File: config.mk
export PLATFORM = sky130hd
export DESIGN_NAME = sha1_hash_stream_unit
export DESIGN_NICKNAME = d
export VERILOG_FILES = /design/src/rtl/core/shs_pkg.sv /design/src/rtl/core/shs_ram.sv /design/src/rtl/core/sha1_hash_stream_unit.sv
export SDC_FILE = /design/constraint.sdc
export NUM_CORES = 2
export LEC_CHECK = 0
export BUFFER_PORTS_ARGS = -buffer_cell sky130_fd_sc_hd__buf_4
export CAP_MARGIN = 25
export CORE_MARGIN = 3
export CORE_UTILIZATION = 45
export DETAILED_ROUTE_END_ITERATION = 10
export PLACE_DENSITY = 0.65
export SLEW_MARGIN = 40
export SYNTH_ARGS = -nofsm -noshare
export SYNTH_HDL_FRONTEND = slang
export SYNTH_SLANG_ARGS = --single-unit
File: constraint.sdc
create_clock -name i_clk -period 20.9 [get_ports i_clk]
set_clock_uncertainty 0.2 [all_clocks]
set_input_delay 3.135 -clock i_clk [delete_from_list [all_inputs] [get_ports i_clk]]
set_output_delay 3.135 -clock i_clk [all_outputs]
set_load 0.05 [all_outputs]
File: src/rtl/core/shs_pkg.sv
// Constants and helper functions of the SHA-1 hash stream unit.
package shs_pkg;

    localparam int SHS_WORD_W      = 32;
    localparam int SHS_BLOCK_WORDS = 16;
    localparam int SHS_CHAIN_WORDS = 5;
    localparam int SHS_ROUNDS      = 80;
    localparam int SHS_LEN_W       = 61;

    localparam logic [7:0]  SHS_PAD_BYTE = 8'h80;

    localparam logic [31:0] SHS_K0 = 32'h5A827999;
    localparam logic [31:0] SHS_K1 = 32'h6ED9EBA1;
    localparam logic [31:0] SHS_K2 = 32'h8F1BBCDC;
    localparam logic [31:0] SHS_K3 = 32'hCA62C1D6;

    // Initial chaining value, word 0 is h0.
    function automatic logic [31:0] shs_init_word(input logic [2:0] idx);
        logic [31:0] val;
        unique case (idx)
            3'd0:    val = 32'h67452301;
            3'd1:    val = 32'hEFCDAB89;
            3'd2:    val = 32'h98BADCFE;
            3'd3:    val = 32'h10325476;
            3'd4:    val = 32'hC3D2E1F0;
            default: val = 32'h0;
        endcase
        return val;
    endfunction

endpackage

File: src/rtl/core/shs_ram.sv
// Generic single-write, single-read RAM with a registered read port.
module shs_ram #(
    parameter int WIDTH = 32,
    parameter int DEPTH = 16,
    localparam int AW   = (DEPTH > 1) ? $clog2(DEPTH) : 1
) (
    input  logic             i_clk,
    input  logic             i_we,
    input  logic [AW-1:0]    i_waddr,
    input  logic [WIDTH-1:0] i_wdata,
    input  logic [AW-1:0]    i_raddr,
    output logic [WIDTH-1:0] o_rdata
);

    logic [WIDTH-1:0] r_mem [DEPTH];
    logic [WIDTH-1:0] r_rdata;

    always_ff @(posedge i_clk) begin
        if (i_we) begin
            r_mem[i_waddr] <= i_wdata;
        end
        r_rdata <= r_mem[i_raddr];
    end

    assign o_rdata = r_rdata;

endmodule

File: src/rtl/core/sha1_hash_stream_unit.sv
// SHA-1 digest of a byte stream. One byte is taken per request while the current
// 64-byte block fills; the 64th byte starts a compression (moving the block out of the
// block RAM into the schedule line, 80 rounds at one round per cycle, then adding into
// the chaining RAM), during which no request is taken. The request flagged
// end_of_message starts padding at one byte per cycle outside compressions (9 to 72
// bytes, with one or two compressions), then the five digest words leave h0 first, each
// read from the chaining RAM, captured and held until taken, and the unit re-initialises.
// After reset the S_INIT pass loads the initial chaining value before the first request.
module sha1_hash_stream_unit
    import shs_pkg::*;
(
    input  logic        i_clk,
    input  logic        i_rst_n,
    input  logic        i_valid,
    output logic        o_ready,
    input  logic [7:0]  i_data_byte,
    input  logic        i_has_byte,
    input  logic        i_end_of_message,
    output logic        o_valid,
    input  logic        i_ready,
    output logic [31:0] o_digest_word,
    output logic [2:0]  o_word_index,
    output logic        o_last_word
);

    localparam int BAW = $clog2(SHS_BLOCK_WORDS);
    localparam int CAW = $clog2(SHS_CHAIN_WORDS);
    localparam int CNT_W = $clog2(SHS_BLOCK_WORDS + 1);
    localparam int RND_W = $clog2(SHS_ROUNDS);
    localparam logic [CNT_W-1:0] LOAD_LAST  = CNT_W'(SHS_BLOCK_WORDS);
    localparam logic [CNT_W-1:0] ADD_LAST   = CNT_W'(SHS_CHAIN_WORDS);
    localparam logic [CNT_W-1:0] INIT_LAST  = CNT_W'(SHS_CHAIN_WORDS - 1);
    localparam logic [RND_W-1:0] RND_LAST   = RND_W'(SHS_ROUNDS - 1);
    localparam logic [2:0]       IDX_LAST   = 3'(SHS_CHAIN_WORDS - 1);

    typedef enum logic [3:0] {
        S_INIT,
        S_IDLE,
        S_LOAD,
        S_ROUND,
        S_ADD,
        S_PAD,
        S_OUT_RD,
        S_OUT_CAP,
        S_OUT_HOLD
    } t_state;

    t_state             r_state;
    logic [CNT_W-1:0]   r_cnt;
    logic [RND_W-1:0]   r_rnd;
    logic [5:0]         r_pos;
    logic [23:0]        r_word;
    logic [SHS_LEN_W-1:0] r_len;
    logic               r_pad_mode;
    logic               r_pad_first;
    logic               r_len_phase;
    logic               r_fin;
    logic [2:0]         r_idx;
    logic [31:0]        r_out;
    logic [31:0]        r_w [SHS_BLOCK_WORDS];
    logic [31:0]        r_a, r_b, r_c, r_d, r_e;

    logic               accept;
    logic               push_en;
    logic [7:0]         push_byte;
    logic [7:0]         pad_byte;
    logic               len_byte;
    logic [63:0]        bit_len;
    logic [31:0]        f_val, k_val, tmp_val, w_new;

    logic               blk_we;
    logic [31:0]        blk_rdata;
    logic               chn_we;
    logic [CAW-1:0]     chn_waddr;
    logic [31:0]        chn_wdata;
    logic [CAW-1:0]     chn_raddr;
    logic [31:0]        chn_rdata;

    assign accept  = i_valid && (r_state == S_IDLE);
    assign bit_len = {r_len, 3'b000};

    // Length bytes start at position 56 once the marker byte is out.
    assign len_byte = r_len_phase || (!r_pad_first && (r_pos == 6'd56));

    always_comb begin
        if (r_pad_first) begin
            pad_byte = SHS_PAD_BYTE;
        end else if (len_byte) begin
            pad_byte = bit_len[{~r_pos[2:0], 3'b000} +: 8];
        end else begin
            pad_byte = 8'h00;
        end
    end

    assign push_en   = (accept && i_has_byte) || (r_state == S_PAD);
    assign push_byte = (r_state == S_PAD) ? pad_byte : i_data_byte;
    assign blk_we    = push_en && (r_pos[1:0] == 2'b11);

    always_comb begin
        if (r_rnd < RND_W'(20)) begin
            f_val = (r_b & r_c) | (~r_b & r_d);
            k_val = SHS_K0;
        end else if (r_rnd < RND_W'(40)) begin
            f_val = r_b ^ r_c ^ r_d;
            k_val = SHS_K1;
        end else if (r_rnd < RND_W'(60)) begin
            f_val = (r_b & r_c) | (r_b & r_d) | (r_c & r_d);
            k_val = SHS_K2;
        end else begin
            f_val = r_b ^ r_c ^ r_d;
            k_val = SHS_K3;
        end
    end

    assign tmp_val = {r_a[26:0], r_a[31:27]} + f_val + r_e + k_val + r_w[0];

    always_comb begin
        logic [31:0] mix;
        mix   = r_w[13] ^ r_w[8] ^ r_w[2] ^ r_w[0];
        w_new = {mix[30:0], mix[31]};
    end

    // Chaining RAM port mux: initial fill, add-back, digest read-out and re-initialise after each word is read.
    always_comb begin
        chn_we    = 1'b0;
        chn_waddr = r_cnt[CAW-1:0];
        chn_wdata = shs_init_word(r_cnt[2:0]);
        chn_raddr = r_cnt[CAW-1:0];
        unique case (r_state)
            S_INIT: begin
                chn_we = 1'b1;
            end
            S_ADD: begin
                chn_we    = (r_cnt != '0);
                chn_waddr = CAW'(r_cnt - CNT_W'(1));
                chn_wdata = chn_rdata + r_a;
            end
            S_OUT_RD: begin
                chn_raddr = r_idx[CAW-1:0];
            end
            S_OUT_CAP: begin
                chn_we    = 1'b1;
                chn_waddr = r_idx[CAW-1:0];
                chn_wdata = shs_init_word(r_idx);
            end
            default: begin
                chn_we = 1'b0;
            end
        endcase
    end

    shs_ram #(
        .WIDTH (SHS_WORD_W),
        .DEPTH (SHS_BLOCK_WORDS)
    ) u_block_ram (
        .i_clk   (i_clk),
        .i_we    (blk_we),
        .i_waddr (r_pos[5:2]),
        .i_wdata ({r_word, push_byte}),
        .i_raddr (r_cnt[BAW-1:0]),
        .o_rdata (blk_rdata)
    );

    shs_ram #(
        .WIDTH (SHS_WORD_W),
        .DEPTH (SHS_CHAIN_WORDS)
    ) u_chain_ram (
        .i_clk   (i_clk),
        .i_we    (chn_we),
        .i_waddr (chn_waddr),
        .i_wdata (chn_wdata),
        .i_raddr (chn_raddr),
        .o_rdata (chn_rdata)
    );

    always_ff @(posedge i_clk) begin
        if (!i_rst_n) begin
            r_state     <= S_INIT;
            r_cnt       <= '0;
            r_rnd       <= '0;
            r_pos       <= '0;
            r_len       <= '0;
            r_pad_mode  <= 1'b0;
            r_pad_first <= 1'b0;
            r_len_phase <= 1'b0;
            r_fin       <= 1'b0;
            r_idx       <= '0;
        end else begin
            if (push_en) begin
                r_word <= {r_word[15:0], push_byte};
                r_pos  <= r_pos + 6'd1;
            end
            unique case (r_state)
                S_INIT: begin
                    r_cnt <= r_cnt + CNT_W'(1);
                    if (r_cnt == INIT_LAST) begin
                        r_state <= S_IDLE;
                    end
                end
                S_IDLE: begin
                    r_cnt <= '0;
                    if (accept) begin
                        if (i_has_byte) begin
                            r_len <= r_len + SHS_LEN_W'(1);
                        end
                        if (i_end_of_message) begin
                            r_pad_mode  <= 1'b1;
                            r_pad_first <= 1'b1;
                            r_len_phase <= 1'b0;
                        end
                        // A full block compresses first; padding follows if flagged.
                        if (i_has_byte && (r_pos == 6'd63)) begin
                            r_fin   <= 1'b0;
                            r_state <= S_LOAD;
                        end else if (i_end_of_message) begin
                            r_state <= S_PAD;
                        end
                    end
                end
                S_PAD: begin
                    r_pad_first <= 1'b0;
                    r_cnt       <= '0;
                    if (len_byte) begin
                        r_len_phase <= 1'b1;
                    end
                    if (r_pos == 6'd63) begin
                        r_fin   <= len_byte;
                        r_state <= S_LOAD;
                    end
                end
                S_LOAD: begin
                    r_cnt <= r_cnt + CNT_W'(1);
                    if (r_cnt != '0) begin
                        for (int i = 0; i < SHS_BLOCK_WORDS - 1; i++) begin
                            r_w[i] <= r_w[i+1];
                        end
                        r_w[SHS_BLOCK_WORDS-1] <= blk_rdata;
                    end
                    if ((r_cnt != '0) && (r_cnt <= ADD_LAST)) begin
                        r_a <= r_b;
                        r_b <= r_c;
                        r_c <= r_d;
                        r_d <= r_e;
                        r_e <= chn_rdata;
                    end
                    if (r_cnt == LOAD_LAST) begin
                        r_rnd   <= '0;
                        r_state <= S_ROUND;
                    end
                end
                S_ROUND: begin
                    for (int i = 0; i < SHS_BLOCK_WORDS - 1; i++) begin
                        r_w[i] <= r_w[i+1];
                    end
                    r_w[SHS_BLOCK_WORDS-1] <= w_new;
                    r_e   <= r_d;
                    r_d   <= r_c;
                    r_c   <= {r_b[1:0], r_b[31:2]};
                    r_b   <= r_a;
                    r_a   <= tmp_val;
                    r_rnd <= r_rnd + RND_W'(1);
                    r_cnt <= '0;
                    if (r_rnd == RND_LAST) begin
                        r_state <= S_ADD;
                    end
                end
                S_ADD: begin
                    r_cnt <= r_cnt + CNT_W'(1);
                    if (r_cnt != '0) begin
                        r_a <= r_b;
                        r_b <= r_c;
                        r_c <= r_d;
                        r_d <= r_e;
                    end
                    if (r_cnt == ADD_LAST) begin
                        r_idx <= '0;
                        if (r_fin) begin
                            r_state <= S_OUT_RD;
                        end else if (r_pad_mode) begin
                            r_state <= S_PAD;
                        end else begin
                            r_state <= S_IDLE;
                        end
                    end
                end
                S_OUT_RD: begin
                    r_state <= S_OUT_CAP;
                end
                S_OUT_CAP: begin
                    r_out   <= chn_rdata;
                    r_state <= S_OUT_HOLD;
                end
                S_OUT_HOLD: begin
                    if (i_ready) begin
                        if (r_idx == IDX_LAST) begin
                            r_len       <= '0;
                            r_pad_mode  <= 1'b0;
                            r_fin       <= 1'b0;
                            r_len_phase <= 1'b0;
                            r_state     <= S_IDLE;
                        end else begin
                            r_idx   <= r_idx + 3'd1;
                            r_state <= S_OUT_RD;
                        end
                    end
                end
                default: begin
                    r_state <= S_INIT;
                end
            endcase
        end
    end

    assign o_ready       = (r_state == S_IDLE);
    assign o_valid       = (r_state == S_OUT_HOLD);
    assign o_digest_word = r_out;
    assign o_word_index  = r_idx;
    assign o_last_word   = (r_idx == IDX_LAST);

endmodule

After elaboration in Yosys (flattened, before gate mapping)
Memories as Yosys holds them, arrays and structs flattened. A register that Yosys moved wholly into a read port is not among the register bits.
Cells that the tools add are included.

operators by class
  add/subtract/negate cells = 11
  magnitude comparators = 4
  equal/unequal tests = 39
  shift operators = 1
  mux-type cells = 95
  bitwise gates (word level) = 30
  reduce and logical (&&, ||, !) cells = 35

operators by type and width
  cell                     count
  $mux W32                 30
  $pmux W32 S3             4
  $pmux W32 S5             2
  $mux W61                 4
  $add A32 B32 Y32         5
  $xor A32 B32 Y32         5
  $and A32 B32 Y32         4
  $pmux W32 S2             2
  $pmux W61 S2             1
  $or A32 B32 Y32          3
  $shiftx A64 B7 Y8        1
  $add A61 B1 Y61 const B  1
  $mux W4                  9
  $pmux W4 S9              1
  $not A32 Y32             1
  $mux W31                 1
  $mux W8                  3
  $mux W1                  21
  $mux W3                  7
  $eq A4 B3 Y1 const B     4
  $ne A2 B2 Y1 const B     8
  $or A1 B1 Y1             16
  $lt A7 B6 Y1 const B     2
  $ne A2 B1 Y1 const B     7
  other kinds (42)         73

word-level totals
  bits in registers = 306
  RAM bits = 1,184
  output and inout bits = 38
  logic and storage cells = 235
  memories kept = 3

memory list
  memory             words  bits a word  read ports  clocked after Yosys merged registers in  wr ports  line                         source
  r_w                16     32           16          0                                        16        sha1_hash_stream_unit.sv:60  logic [31:0] r_w [SHS_BLOCK_WORDS];
  u_block_ram.r_mem  16     32           1           1                                        1         shs_ram.sv:15                logic [WIDTH-1:0] r_mem [DEPTH];
  u_chain_ram.r_mem  5      32           1           1                                        1         shs_ram.sv:15

Longest topological paths before layout
  word-level depth = 11
  depth in mapped cells = 23

Cells and area by module
From an unflattened synthesis, not the netlist that was laid out.

second synthesis, totals
  cell total of the unflattened synthesis = 4,134
  area, all modules = 64,176.6 um^2

modules (own cells, without submodules)
  module                  times used  cells an instance  area an instance (um^2)
  sha1_hash_stream_unit   1           2,913              37,442.2
  shs_ram at u_block_ram  1           838                19,835.3
  shs_ram at u_chain_ram  1           383                6,899.1

Worst setup path after synthesis
No wires, ideal clock.

  path type = input -> register
  from = in i_rst_n
  to = mem r_w[0][0], enable pin
  setup time = 0.926 ns
  data arrival time = 14.966 ns
  required time = 19.774 ns
  setup slack = 4.808 ns
  stages on the path = 3
  buffers on the path = 2
  cells stage by stage = clkbuf_1 -> clkbuf_1 -> o21a_1

RTL lines
  item         line                         source
  from (decl)  sha1_hash_stream_unit.sv:13  input logic i_rst_n,
  to (decl)    sha1_hash_stream_unit.sv:60

Worst setup path after layout
  from = reg r_rnd[5]
  to = reg r_a[29], data pin

between the ends
  longest elaborated chain between the ends = 9

ends and longest elaborated chain
  item                               line                          source
  from (decl)                        sha1_hash_stream_unit.sv:50   logic [RND_W-1:0] r_rnd;
  from (signal assigned)             sha1_hash_stream_unit.sv:261  r_rnd <= r_rnd + RND_W'(1);
  $lt A7 B6 Y1                       sha1_hash_stream_unit.sv:106  end else if (r_rnd < RND_W'(60)) begin
  $mux W32                           sha1_hash_stream_unit.sv:106
  $mux W32                           sha1_hash_stream_unit.sv:103  end else if (r_rnd < RND_W'(40)) begin
  $mux W32                           sha1_hash_stream_unit.sv:100  if (r_rnd < RND_W'(20)) begin
  $add A32 B32 Y32 (2 in a row)      sha1_hash_stream_unit.sv:115  assign tmp_val = {r_a[26:0], r_a[31:27]} + f_val + r_e + k_val + r_w[0];
  $add A32 B32 Y32 (*) (2 in a row)  sha1_hash_stream_unit.sv:115
  $pmux W32 S3 (*)                   sha1_hash_stream_unit.sv:193  unique case (r_state)
  to (signal assigned)               sha1_hash_stream_unit.sv:240  r_a <= r_b;
  to (signal assigned)               sha1_hash_stream_unit.sv:260  r_a <= tmp_val;
  to (signal assigned)               sha1_hash_stream_unit.sv:270  r_a <= r_b;
  to (decl)                          sha1_hash_stream_unit.sv:61   logic [31:0] r_a, r_b, r_c, r_d, r_e;

Mark *: on every way between the ends. The rest lies on a longest branch, timed or not.
A chain may end at the register's enable or synchronous reset.

==> run summary <==
Initial antenna violation count - 4
Final ANT Viol Nets - 0
Yosys top cell area share - 0.655
Crit path DAT - 7380 ps
Cell chain of the critical path - o21ai_0 -> or3_2 -> nand2_1 -> clkinv_1 -> buf_4 -> a221oi_1 -> fa_1 -> fa_1 -> fa_1 -> inv_1 -> ha_1 -> inv_1 -> fa_1 -> nor2b_1 -> o31a_1 -> o21bai_1 -> a2111oi_1 -> or2_2 -> a21oi_1 -> o2111a_1 -> a221o_1
FF+latch count, synth - 1554
Hold Crit Start - r_w[0][54]
Row Count - 137
CP required - 21220 ps
Sequential fraction of the synthesis area - 0.703
Mapped Area - 64200 sq um
Fillers - 11600
CP max-delay cell - a2111oi_1
Clk slew on worst S/H paths - 60 ps
Synth warn - 0
CORE AREA - 141000 sq um
Final count of hold timing violations - 0
Post-route DRC violation count - 0
Final setup viols - 0
Pleak - 24.9 nW
Largest net degree at the start of global routing - 105
DR pass1 iterations - 5
Full die area - 147000 sq um
Achievable Freq - 0.142 GHz
Global-route wire length before repair - 211000 microns
Slew Viols, Final - 0
DP HPWL - 84700 microns
I/O Buffers - 51
Slew @ Worst Pin - 913 ps
Die Ht - 384 microns
Vias in the first global route - 34400
CTS H-Tree Depth - 4
Final period util - 0.338
Gp weighted congestion - 0.870
Post-route setup slack - 13840 ps
Final setup TNS - 0 ps
Synth cell types - 71
Most used cell, CP - fa_1
Vias/cell - 5.47
# hold bufs at CTS - 0
Die width - 384 microns
Synthesis-to-finish area growth - 12.7%
Initial core utilization - 0.457
Clk buf depth - 3
Most common cell in the synthesized netlist - edfxtp_1
DRT Wirelength - 139000 microns
Syn_nets - 4415
CP Class - flop to flop
Fin nets - 4536
RR Startpoint - r_rnd[5]
Share of post-route cells with drive strength above 1 - 0.131
Gate Count Post-Synth - 4196
Fraction of registers with async set or reset after synthesis - 0
Num ports - 52
Post-CTS Setup Inserts - 0
Largest delay share family, worst path - compound AO/OA/AOI/OAI gates
Capture point of the worst path - r_a[29]
Crit path largest cell delay - 770 ps
Syn_area_per_cell - 15.3 sq um
Synth cell count leaders - 1400 x edfxtp_1, 453 x nand2_1, 233 x inv_1
Worst R2R Setup Slack - 13840 ps
Ys flop type - edfxtp_1
Critical Path Stages - 21
Multi-input gate area - 17900 sq um
Clock root buffer - clkbuf_16
PD cells - 110 nW/um^2
Vias - 34600
RSZ-0062 raised after global routing - no
Hold path cells - 0
Clock sink count - 1554
Total of max-cap violations - 0
Post-layout minimum cycle time - 7060 ps
RR Endpoint - r_a[29]
Worst hold margin - 211 ps
CTS Buf Count - 153
Worst Setup Start Kind - flop
Hold Path Class - flop to flop
CP Launch Point - r_rnd[5]
Setup WS pre-CTS - 13590 ps
Fin util - 0.515
Critical Path Fanout Max - 18
Clk_lat worst skew - 780 ps
Crit path buf inv count - 4
Worst r2r path cells - 21
Worst vdd rail ir drop - 0.0938 mV
Number of enable flip-flop cells after synthesis - 1400
Synth area leader - edfxtp_1
Resize count post-CTS - 0
CTS tree - yes
Post-DR wirelength/cell - 22.0 microns
Slew HR - 0.389
Register area - 45100 sq um
Worst setup EP type - flop
Synth top area cells - edfxtp_1 65%, dfxtp_1 4.8%, mux4_2 3.9%
Gr usage total - 0.190
Iteration-0 DRC count of the detailed router - 3123
Status - finished clean
GR Overflow Total - 0
-- cell families after synthesis --
kind of cell	synth area share
adders and majority gates	0.0541
muxes	0.0716
buffers and inverters	0.0231
AOI/OAI and AO/OA	0.0593
DFF	0.703
and+or+nand+nor	0.0629
xor gates and xnor gates	0.0263
-- layout by cell type (no fill, tap or decap), types with 35 or more instances in the layout --
cell and instances:
mux4_2 110, dfxtp_1 151, nand2_1 449, xor2_1 50
o21ai_0 177, mux2_2 49, fa_1 121, xnor2_1 143
mux2i_1 154, nor2_1 208, nand3_1 51, clkbuf_16 155
inv_1 233, ha_1 84, clkbuf_1 44, buf_4 108
edfxtp_1 1400, a21oi_1 179, o221ai_1 35
-- how the worst min path moves through the flow --
stage	endpoint	slack, ps
floorplan	r_w[0][0]	200
global placement	r_w[0][0]	200
detailed placement	r_w[0][13]	200
CTS	r_w[0][22]	210
global route	r_w[0][22]	210
finish	r_w[0][22]	210
-- cell type report --
cell class / instances / area share
antenna: 3 / 0.000104
tap: 1876 / 0.0324
timing repair buffer: 122 / 0.0147
clock buffer: 213 / 0.0586
sequential: 1554 / 0.624
clock inverter: 68 / 0.0108
multi-input combinational: 2250 / 0.247
inverter: 236 / 0.0122
-- flip-flops by register name, indices dropped and copies added, names as in the netlist, 61 cells and up --
register	cells
r_len	61
u_chain_ram.r_mem	160
u_block_ram.r_mem	512
r_w	512
-- per-layer routing --
metal / GRT usage / share of wire / vias up
met5: 0 / 0.000094 / -
met4: 0.0511 / 0.021 / 2
met3: 0.0420 / 0.062 / 218
met2: 0.306 / 0.48 / 950
met1: 0.260 / 0.43 / 17600
li1: - / - / 15900
-- where the power goes --
| group | internal [mW] | switching [mW] |
|---|---|---|
| logic | 0.548 | 0.842 |
| clock network | 1.58 | 1.16 |
| registers | 3.71 | 0.152 |
| total | 5.84 | 2.15 |
-- per-stage QoR --
| step | std cells | cell area [sq um] | total power, mW |
|---|---|---|---|
| global placement | 6031 | 67100 | 5.29 |
| CTS | 6318 | 72300 | 8.06 |
| floorplan | 4196 | 64200 | 4.86 |
| finish | 6322 | 72400 | 7.99 |
| global route | 6319 | 72300 | 8.35 |
| detailed placement | 6037 | 67300 | 5.32 |
(Power assumes the default switching activity.)
